**src/rtl/core/wsft_pkg.sv**
```systemverilog
// Shared types, constants and helper functions for the weather sensor frame transmitter.
// Used by the frame builder, the tick sequencer and the top level. No dependencies.
package wsft_pkg;

  // Field and register widths.
  localparam int unsigned HOUSE_W   = 4;
  localparam int unsigned CHANNEL_W = 3;
  localparam int unsigned REPEAT_W  = 4;
  localparam int unsigned TICKS_W   = 14;
  localparam int unsigned COUNT_W   = 15;
  localparam int unsigned HUM_W     = 7;
  localparam int unsigned TEMP_W    = 16;
  localparam int unsigned CFG_IDX_W = 3;
  localparam int unsigned FRAME_LEN = 36;
  localparam int unsigned POS_W     = 6;

  // Fixed parts of the frame and the temperature offset.
  localparam logic [3:0]        FRAME_PREAMBLE = 4'b1100;
  localparam logic [2:0]        FRAME_MARKER   = 3'b110;
  localparam logic [TEMP_W-1:0] TEMP_OFFSET    = 16'd6400;

  // Configuration register indexes.
  localparam logic [CFG_IDX_W-1:0] REG_HOUSE_CODE     = 3'd0;
  localparam logic [CFG_IDX_W-1:0] REG_CHANNEL_NUMBER = 3'd1;
  localparam logic [CFG_IDX_W-1:0] REG_REPEAT_COUNT   = 3'd2;
  localparam logic [CFG_IDX_W-1:0] REG_SHORT_TICKS    = 3'd3;
  localparam logic [CFG_IDX_W-1:0] REG_LONG_TICKS     = 3'd4;
  localparam logic [CFG_IDX_W-1:0] REG_TRIGGER_TICKS  = 3'd5;

  // Register values after reset.
  localparam logic [HOUSE_W-1:0]   RST_HOUSE_CODE     = 4'd1;
  localparam logic [CHANNEL_W-1:0] RST_CHANNEL_NUMBER = 3'd1;
  localparam logic [REPEAT_W-1:0]  RST_REPEAT_COUNT   = 4'd3;
  localparam logic [TICKS_W-1:0]   RST_SHORT_TICKS    = 14'd1000;
  localparam logic [TICKS_W-1:0]   RST_LONG_TICKS     = 14'd2000;
  localparam logic [TICKS_W-1:0]   RST_TRIGGER_TICKS  = 14'd8000;

  // Settings that go into the frame and are latched with each request.
  typedef struct packed {
    logic [HOUSE_W-1:0]   house_code;
    logic [CHANNEL_W-1:0] channel_number;
    logic [REPEAT_W-1:0]  repeat_count;
  } frame_cfg_t;

  // Pulse timing, read whenever a segment starts.
  typedef struct packed {
    logic [TICKS_W-1:0] short_ticks;
    logic [TICKS_W-1:0] long_ticks;
    logic [TICKS_W-1:0] trigger_ticks;
  } timing_cfg_t;

  // One tick's result.
  typedef struct packed {
    logic tx_level;
    logic busy_res;
    logic request_taken;
    logic sequence_done;
  } tick_result_t;

  // A segment that works out to zero ticks still lasts one tick.
  function automatic logic [COUNT_W-1:0] seg_len(input logic [COUNT_W-1:0] n);
    return (n == '0) ? COUNT_W'(1) : n;
  endfunction

  // Frame bit at a transmit position, most significant bit first; zero past the end.
  function automatic logic bit_at(input logic [FRAME_LEN-1:0] f,
                                  input logic [POS_W-1:0] pos);
    logic [POS_W-1:0] idx;
    idx = POS_W'(FRAME_LEN - 1) - pos;
    return (pos < POS_W'(FRAME_LEN)) ? f[idx] : 1'b0;
  endfunction

endpackage

```
**src/rtl/core/weather_sensor_frame_transmitter_core.sv**
```systemverilog
// Weather sensor frame transmitter top level: configuration registers, handshake, result register.
// Depends on wsft_pkg, wsft_frame and wsft_seq.
// Timing: the result of a tick is registered and offered in the cycle after its input transfer.
// Throughput: one tick per clock; a new tick is taken in the cycle that the previous result
// transfers, and a stalled result holds the input back.
// Reset: synchronous and active high; the transmitter goes idle and the registers take their defaults.
module weather_sensor_frame_transmitter_core (
  input  logic               clk,
  input  logic               rst,
  input  logic               in_valid,
  output logic               in_stall,
  input  logic               cmd,
  input  logic [6:0]         humidity,
  input  logic signed [15:0] temperature_q7,
  output logic               out_valid,
  input  logic               out_stall,
  output logic               tx_level,
  output logic               busy_res,
  output logic               request_taken,
  output logic               sequence_done,
  input  logic               cfg_we,
  input  logic [2:0]         cfg_index,
  input  logic [13:0]        cfg_data
);
  import wsft_pkg::*;

  frame_cfg_t           frame_cfg;
  timing_cfg_t          timing_cfg;
  logic [FRAME_LEN-1:0] new_frame;
  tick_result_t         result;
  logic                 in_xfer;

  // Configuration register writes.
  always_ff @(posedge clk) begin
    if (rst) begin
      frame_cfg.house_code     <= RST_HOUSE_CODE;
      frame_cfg.channel_number <= RST_CHANNEL_NUMBER;
      frame_cfg.repeat_count   <= RST_REPEAT_COUNT;
      timing_cfg.short_ticks   <= RST_SHORT_TICKS;
      timing_cfg.long_ticks    <= RST_LONG_TICKS;
      timing_cfg.trigger_ticks <= RST_TRIGGER_TICKS;
    end else if (cfg_we) begin
      unique case (cfg_index)
        REG_HOUSE_CODE:     frame_cfg.house_code     <= cfg_data[HOUSE_W-1:0];
        REG_CHANNEL_NUMBER: frame_cfg.channel_number <= cfg_data[CHANNEL_W-1:0];
        REG_REPEAT_COUNT:   frame_cfg.repeat_count   <= cfg_data[REPEAT_W-1:0];
        REG_SHORT_TICKS:    timing_cfg.short_ticks   <= cfg_data;
        REG_LONG_TICKS:     timing_cfg.long_ticks    <= cfg_data;
        REG_TRIGGER_TICKS:  timing_cfg.trigger_ticks <= cfg_data;
        default: ;
      endcase
    end
  end

  // A tick is taken unless a waiting result is being held back.
  assign in_stall = out_valid & out_stall;
  assign in_xfer  = in_valid & ~in_stall;

  wsft_frame u_frame (
    .cfg            (frame_cfg),
    .humidity       (humidity),
    .temperature_q7 (temperature_q7),
    .frame          (new_frame)
  );

  wsft_seq u_seq (
    .clk        (clk),
    .rst        (rst),
    .tick       (in_xfer),
    .cmd        (cmd),
    .new_frame  (new_frame),
    .frame_cfg  (frame_cfg),
    .timing_cfg (timing_cfg),
    .result     (result)
  );

  // Result register.
  always_ff @(posedge clk) begin
    if (rst) begin
      out_valid <= 1'b0;
    end else if (in_xfer) begin
      out_valid <= 1'b1;
    end else if (!out_stall) begin
      out_valid <= 1'b0;
    end
  end

  always_ff @(posedge clk) begin
    if (in_xfer) begin
      tx_level      <= result.tx_level;
      busy_res      <= result.busy_res;
      request_taken <= result.request_taken;
      sequence_done <= result.sequence_done;
    end
  end

endmodule

```
**src/rtl/core/wsft_frame.sv**
```systemverilog
// Frame builder: assembles the 36-bit frame with its even parity bit from one reading.
// Depends on wsft_pkg.
module wsft_frame (
  input  wsft_pkg::frame_cfg_t               cfg,
  input  logic [6:0]                         humidity,
  input  logic signed [15:0]                 temperature_q7,
  output logic [wsft_pkg::FRAME_LEN-1:0]     frame
);
  import wsft_pkg::*;

  logic [TEMP_W-1:0]    temp_sum;
  logic [1:0]           channel_code;
  logic [FRAME_LEN-2:0] payload;

  // Offset the temperature so that it is sent as an unsigned 15-bit value.
  assign temp_sum     = TEMP_W'(unsigned'(temperature_q7)) + TEMP_OFFSET;
  assign channel_code = 2'(cfg.channel_number - CHANNEL_W'(1));

  assign payload = {FRAME_PREAMBLE, cfg.house_code, channel_code, FRAME_MARKER,
                    humidity, temp_sum[COUNT_W-1:0]};

  // The parity bit makes the count of ones in the whole frame even.
  assign frame = {payload, ^payload};

endmodule

```
**src/rtl/core/wsft_seq.sv**
```systemverilog
// Tick sequencer: holds the transmit state and works out one tick per accepted item.
// Depends on wsft_pkg; takes a freshly built frame from wsft_frame.
module wsft_seq (
  input  logic                            clk,
  input  logic                            rst,
  input  logic                            tick,
  input  logic                            cmd,
  input  logic [wsft_pkg::FRAME_LEN-1:0]  new_frame,
  input  wsft_pkg::frame_cfg_t            frame_cfg,
  input  wsft_pkg::timing_cfg_t           timing_cfg,
  output wsft_pkg::tick_result_t          result
);
  import wsft_pkg::*;

  localparam logic [2:0] PH_IDLE     = 3'd0;
  localparam logic [2:0] PH_START    = 3'd1;
  localparam logic [2:0] PH_BIT_A    = 3'd2;
  localparam logic [2:0] PH_BIT_B    = 3'd3;
  localparam logic [2:0] PH_END_HIGH = 3'd4;
  localparam logic [2:0] PH_END_LOW  = 3'd5;

  // State registers.
  logic [FRAME_LEN-1:0] frame_bits,    frame_bits_next;
  logic [POS_W-1:0]     bit_position,  bit_position_next;
  logic [2:0]           segment_phase, segment_phase_next;
  logic [COUNT_W-1:0]   tick_counter,  tick_counter_next;
  logic [REPEAT_W-1:0]  repeats_left,  repeats_left_next;
  logic                 next_level,    next_level_next;
  logic                 busy_flag,     busy_flag_next;

  // State after a possible request has been taken.
  logic [FRAME_LEN-1:0] frame_a;
  logic [POS_W-1:0]     pos_a;
  logic [2:0]           phase_a;
  logic [COUNT_W-1:0]   count_a;
  logic [REPEAT_W-1:0]  reps_a;
  logic                 level_a;
  logic                 busy_a;

  logic [COUNT_W-1:0]   start_len, short_len, long_len, half_len;
  logic [POS_W-1:0]     pos_adv;
  logic                 cur_bit, adv_bit, adv_end, end_level, do_adv;
  logic                 level, taken, done;

  // Segment lengths from the current timing settings.
  assign start_len = seg_len({timing_cfg.trigger_ticks, 1'b0});
  assign short_len = seg_len({1'b0, timing_cfg.short_ticks});
  assign long_len  = seg_len({1'b0, timing_cfg.long_ticks});
  assign half_len  = seg_len({2'b00, timing_cfg.short_ticks[TICKS_W-1:1]});

  // Bits at the current and the following transmit positions.
  assign cur_bit = bit_at(frame_a, pos_a);
  assign pos_adv = pos_a + POS_W'(1);
  assign adv_bit = bit_at(frame_a, pos_adv);
  assign adv_end = (pos_adv >= POS_W'(FRAME_LEN));

  // A zero bit toggles the level before the next bit or the frame end is chosen.
  assign end_level = (phase_a == PH_BIT_A) ? ~level_a : level_a;

  // Take a start request, then run the segment timer for this tick.
  always_comb begin
    frame_a = frame_bits;
    pos_a   = bit_position;
    phase_a = segment_phase;
    count_a = tick_counter;
    reps_a  = repeats_left;
    level_a = next_level;
    busy_a  = busy_flag;
    taken   = 1'b0;
    done    = 1'b0;
    if (cmd && !busy_flag) begin
      taken   = 1'b1;
      frame_a = new_frame;
      reps_a  = frame_cfg.repeat_count;
      if (frame_cfg.repeat_count == '0) begin
        done = 1'b1;
      end else begin
        busy_a  = 1'b1;
        phase_a = PH_START;
        count_a = start_len;
        level_a = 1'b1;
        pos_a   = '0;
      end
    end

    frame_bits_next    = frame_a;
    bit_position_next  = pos_a;
    segment_phase_next = phase_a;
    tick_counter_next  = count_a;
    repeats_left_next  = reps_a;
    next_level_next    = level_a;
    busy_flag_next     = busy_a;
    level              = 1'b0;
    do_adv             = 1'b0;

    if (busy_a) begin
      case (phase_a)
        PH_BIT_A:    level = level_a;
        PH_BIT_B:    level = ~level_a;
        PH_END_HIGH: level = 1'b1;
        default:     level = 1'b0;
      endcase

      if (count_a != '0) begin
        tick_counter_next = count_a - COUNT_W'(1);
      end

      if (tick_counter_next == '0) begin
        unique case (phase_a)
          PH_START: begin
            segment_phase_next = PH_BIT_A;
            tick_counter_next  = cur_bit ? short_len : long_len;
          end
          PH_BIT_A: begin
            if (cur_bit) begin
              segment_phase_next = PH_BIT_B;
              tick_counter_next  = short_len;
            end else begin
              next_level_next = ~level_a;
              do_adv          = 1'b1;
            end
          end
          PH_BIT_B: begin
            do_adv = 1'b1;
          end
          PH_END_HIGH: begin
            segment_phase_next = PH_END_LOW;
            tick_counter_next  = start_len;
          end
          default: begin
            repeats_left_next = reps_a - REPEAT_W'(1);
            if (repeats_left_next == '0) begin
              done               = 1'b1;
              busy_flag_next     = 1'b0;
              segment_phase_next = PH_IDLE;
            end else begin
              segment_phase_next = PH_START;
              tick_counter_next  = start_len;
              next_level_next    = 1'b1;
              bit_position_next  = '0;
            end
          end
        endcase

        // Move to the next bit, or close the frame after the last one.
        if (do_adv) begin
          bit_position_next = pos_adv;
          if (adv_end) begin
            if (end_level) begin
              segment_phase_next = PH_END_HIGH;
              tick_counter_next  = half_len;
            end else begin
              segment_phase_next = PH_END_LOW;
              tick_counter_next  = start_len;
            end
          end else begin
            segment_phase_next = PH_BIT_A;
            tick_counter_next  = adv_bit ? short_len : long_len;
          end
        end
      end
    end
  end

  assign result = '{tx_level: level, busy_res: busy_a, request_taken: taken,
                    sequence_done: done};

  // State advances by one tick per transfer.
  always_ff @(posedge clk) begin
    if (rst) begin
      frame_bits    <= '0;
      bit_position  <= '0;
      segment_phase <= PH_IDLE;
      tick_counter  <= '0;
      repeats_left  <= '0;
      next_level    <= 1'b1;
      busy_flag     <= 1'b0;
    end else if (tick) begin
      frame_bits    <= frame_bits_next;
      bit_position  <= bit_position_next;
      segment_phase <= segment_phase_next;
      tick_counter  <= tick_counter_next;
      repeats_left  <= repeats_left_next;
      next_level    <= next_level_next;
      busy_flag     <= busy_flag_next;
    end
  end

endmodule

```
**config.mk**
```make
export PLATFORM = sky130hd
export DESIGN_NAME = weather_sensor_frame_transmitter_core
export DESIGN_NICKNAME = d
export VERILOG_FILES = /design/src/rtl/core/wsft_pkg.sv /design/src/rtl/core/weather_sensor_frame_transmitter_core.sv /design/src/rtl/core/wsft_frame.sv /design/src/rtl/core/wsft_seq.sv
export SDC_FILE = /design/constraint.sdc
export NUM_CORES = 1
export LEC_CHECK = 0
export ABC_CLOCK_PERIOD_IN_PS = 6050
export BUFFER_PORTS_ARGS = -buffer_cell sky130_fd_sc_hd__buf_2
export CAP_MARGIN = 20
export CORE_AREA = 2 2 126 128
export CTS_CLUSTER_DIAMETER = 80
export DETAILED_ROUTE_END_ITERATION = 8
export DIE_AREA = 0 0 128 130
export MAX_ROUTING_LAYER = met4
export PLACE_DENSITY = 0.78
export SYNTH_ARGS = -nofsm -noshare
export SYNTH_HDL_FRONTEND = slang
export SYNTH_SLANG_ARGS = --single-unit
```
**constraint.sdc**
```tcl
create_clock -name clk -period 6.05 [get_ports clk]
set_clock_uncertainty 0.2 [all_clocks]
set_input_delay 0.3025 -clock clk [delete_from_list [all_inputs] [get_ports clk]]
set_output_delay 0.3025 -clock clk [all_outputs]
set_load 0.005 [all_outputs]
```
==> metrics <==
I/O Pins=52; total power=2.44 mW; most common cell after layout, fill and taps aside=nand2_1; HPWL after DPL=20.7 mm; gpl congestion=1.06; CTS tree=done; Ant. Diodes=0; postcts setup bufs=0; initial antenna violation count=0; Fin Hold WS=0.0460 ns; sequential fraction of the synthesis area=0.276; worst relative slew slack=0.283; Post-synth ARST share=0; Worst path most repeated cell=xor2_1; r2r startpoint=timing_cfg[3]; synth warn=0; PostCTS Resize Cnt=0; worst reg2reg setup slack=0.72 ns; vias in the first global route=8531; Place WS=0.878 ns; clk_lat worst skew=0.43 ns; WHS Path Cells=5; Final setup viols=0; routed via count=9596; H-tree lvl count=4; largest net degree at the start of global routing=63; num rows=46; min-delay worst type=in2reg; post-synthesis sequential element count=123; Multi-input gate area=6090 µm²; hold path start=out_stall; most frequent cells in the layout=205 x nand2_1, 119 x dfxtp_1, 97 x nor2_1; DR vias/cell=6.70; hold endpoint=out_valid; DR WL/cell=20.5 µm; Final Cycle Share=0.881; power density over the cells=239 nW/µm²; crit path max-delay cell type=or4_1; run status=finished, final reports clean; worst-margin pin slew=1.07 ns; largest fanout on the critical path=10; hold buffers post-CTS=31; r2r worst-path depth=17; post-synthesis net count=1241; Leak=3.84 nW; fill cell count=1328; Initial Util=0.588; number of synthesized flops with an enable pin=4; Layout Utilization=0.664; Post-DRT Antenna Nets=0; global-route wire length before repair=46.0 mm; CTS Buffer Depth=2; Buffers on Ports=50; drt drc=0; Post-Syn Instances=1184; unrepaired setup endpoints after global routing=no; arrival time worst endpoint=5.44 ns; critical-path cell list=buf_4 -> or4_1 -> nor3_1 -> and2_1 -> mux2i_1 -> ha_1 -> nand2b_1 -> nor4_1 -> a31oi_1 -> o211ai_1 -> xor2_1 -> a21oi_1 -> nand4_1 -> nor2_4 -> nand3_1 -> xor2_1 -> a22o_1; Tmin final=5.33 ns; core area=15400 µm²; final wirelength=29.4 mm; RR Endpoint=u_seq.repeats_left[3]; die width=128 µm; FMAX=188 MHz; register area=2500 µm²; Setup crit end kind=register; clk root buf=clkbuf_16; Iter 0 DRT Violations=1503; Area Overhead vs Synth=13.0%; Worst path max stage delay=0.66 ns; mapped cell area=9060 µm²; die height=130 µm; final hold viol count=0; Main synth FF type=dfxtp_1; CP required=6.16 ns; critical path type=reg2reg; total CTS buffers=17; type of origin of the critical path=register; Nets=1285; die area=16600 µm²; VDD IR max=203 µV; Yosys cell types=101; post-route setup TNS=0 ns; Max Cap Viol=0; final worst slack=0.721 ns; clk sinks=123; register clock-pin slew on the reported worst setup and hold paths=0.06 ns; pins over their slew limit=0; Remaining Overflow, GRT=0; GRT Total Usage=0.362; TritonRoute pass-1 iters=5; Syn Area/Cell=7.65 µm²; layout cells sized above 1=0.132
==> cells in the mapped netlist, types with 8 or more instances <==
library cell	instances	share of area
a211o_1	8	0.0077
a211oi_1	24	0.020
a21oi_1	92	0.051
a221o_1	9	0.0099
a22o_1	8	0.0077
a311oi_1	8	0.0077
a31oi_1	15	0.010
and3_1	12	0.0083
buf_2	16	0.0088
clkbuf_1	51	0.021
dfxtp_1	119	0.26
ha_1	11	0.015
inv_1	23	0.0095
mux2_2	10	0.012
mux2i_1	47	0.052
mux4_2	8	0.020
nand2_1	205	0.085
nand2b_1	8	0.0055
nand3_1	35	0.019
nand3b_1	25	0.021
nor2_1	98	0.041
nor2b_1	12	0.0083
nor3_1	37	0.020
nor4_1	8	0.0055
o211ai_1	11	0.0091
o21ai_0	48	0.027
o21ai_1	15	0.0083
o31ai_1	8	0.0066
xnor2_1	34	0.033
xor2_1	16	0.015
==> report_power, final <==
part           leakage [nW]  switching [mW]  internal, mW
clock                 0.264           0.416         0.571
sequential             1.01          0.0420         0.850
combinational          2.57           0.339         0.225
total                  3.84           0.797          1.65
==> metal layers <==
metal | wire length, µm | global-route usage
met3 | 3380 | 0.0746
met1 | 12400 | 0.505
met4 | 644 | 0.0983
met5 | 0 | -
met2 | 13000 | 0.537
==> flip-flops by register name, indices dropped and copies added (netlist names) <==
register             flops
timing_cfg              42
u_seq.frame_bits        36
u_seq.tick_counter      15
frame_cfg               10
u_seq.bit_position       6
u_seq.repeats_left       4
u_seq.segment_phase      3
busy_res                 1
out_valid                1
request_taken            1
sequence_done            1
tx_level                 1
u_seq.busy_flag          1
u_seq.next_level         1
==> worst max path at each step <==
stage | start | to | slack, ns
after floorplan | cmd | u_seq.tick_counter[2] | 1.66
after global placement | timing_cfg[3] | u_seq.repeats_left[3] | 0.90
after detailed placement | timing_cfg[3] | u_seq.repeats_left[3] | 0.88
after CTS | u_seq.busy_flag | u_seq.tick_counter[2] | 0.84
after global routing | u_seq.busy_flag | u_seq.tick_counter[2] | 0.50
final | timing_cfg[3] | u_seq.repeats_left[3] | 0.72
==> worst max-delay path: cells and delay by family, from the launching register on <==
kind                       cells  cell delay [ns]
and+or+nand+nor                8             2.44
AOI/OAI and AO/OA              4             1.04
xor gates and xnor gates       2             0.47
adders and majority gates      1             0.39
DFF                            1             0.30
muxes                          1             0.23
buffers and inverters          1             0.17
==> through the flow <==
step	std cells	area, µm²
5_1_grt	1432	10200
2_1_floorplan	1184	9060
4_1_cts	1432	10200
3_5_place_dp	1370	9370
6_report	1432	10200
3_3_place_gp	1370	9370
==> final cells by class <==
cell class,count,area share
multi-input combinational,954,0.595
sequential,123,0.244
timing repair buffer,104,0.0719
clock buffer,17,0.0416
tap,192,0.0235
clock inverter,14,0.0133
inverter,28,0.0105
==> cell families after synthesis <==
family	synth area share
fa+ha+maj	0.0152
xor+xnor	0.0556
simple gates	0.263
buf+inv	0.0530
flops	0.276
compound gates	0.252
mux	0.0855
(Power assumes the default switching activity.)
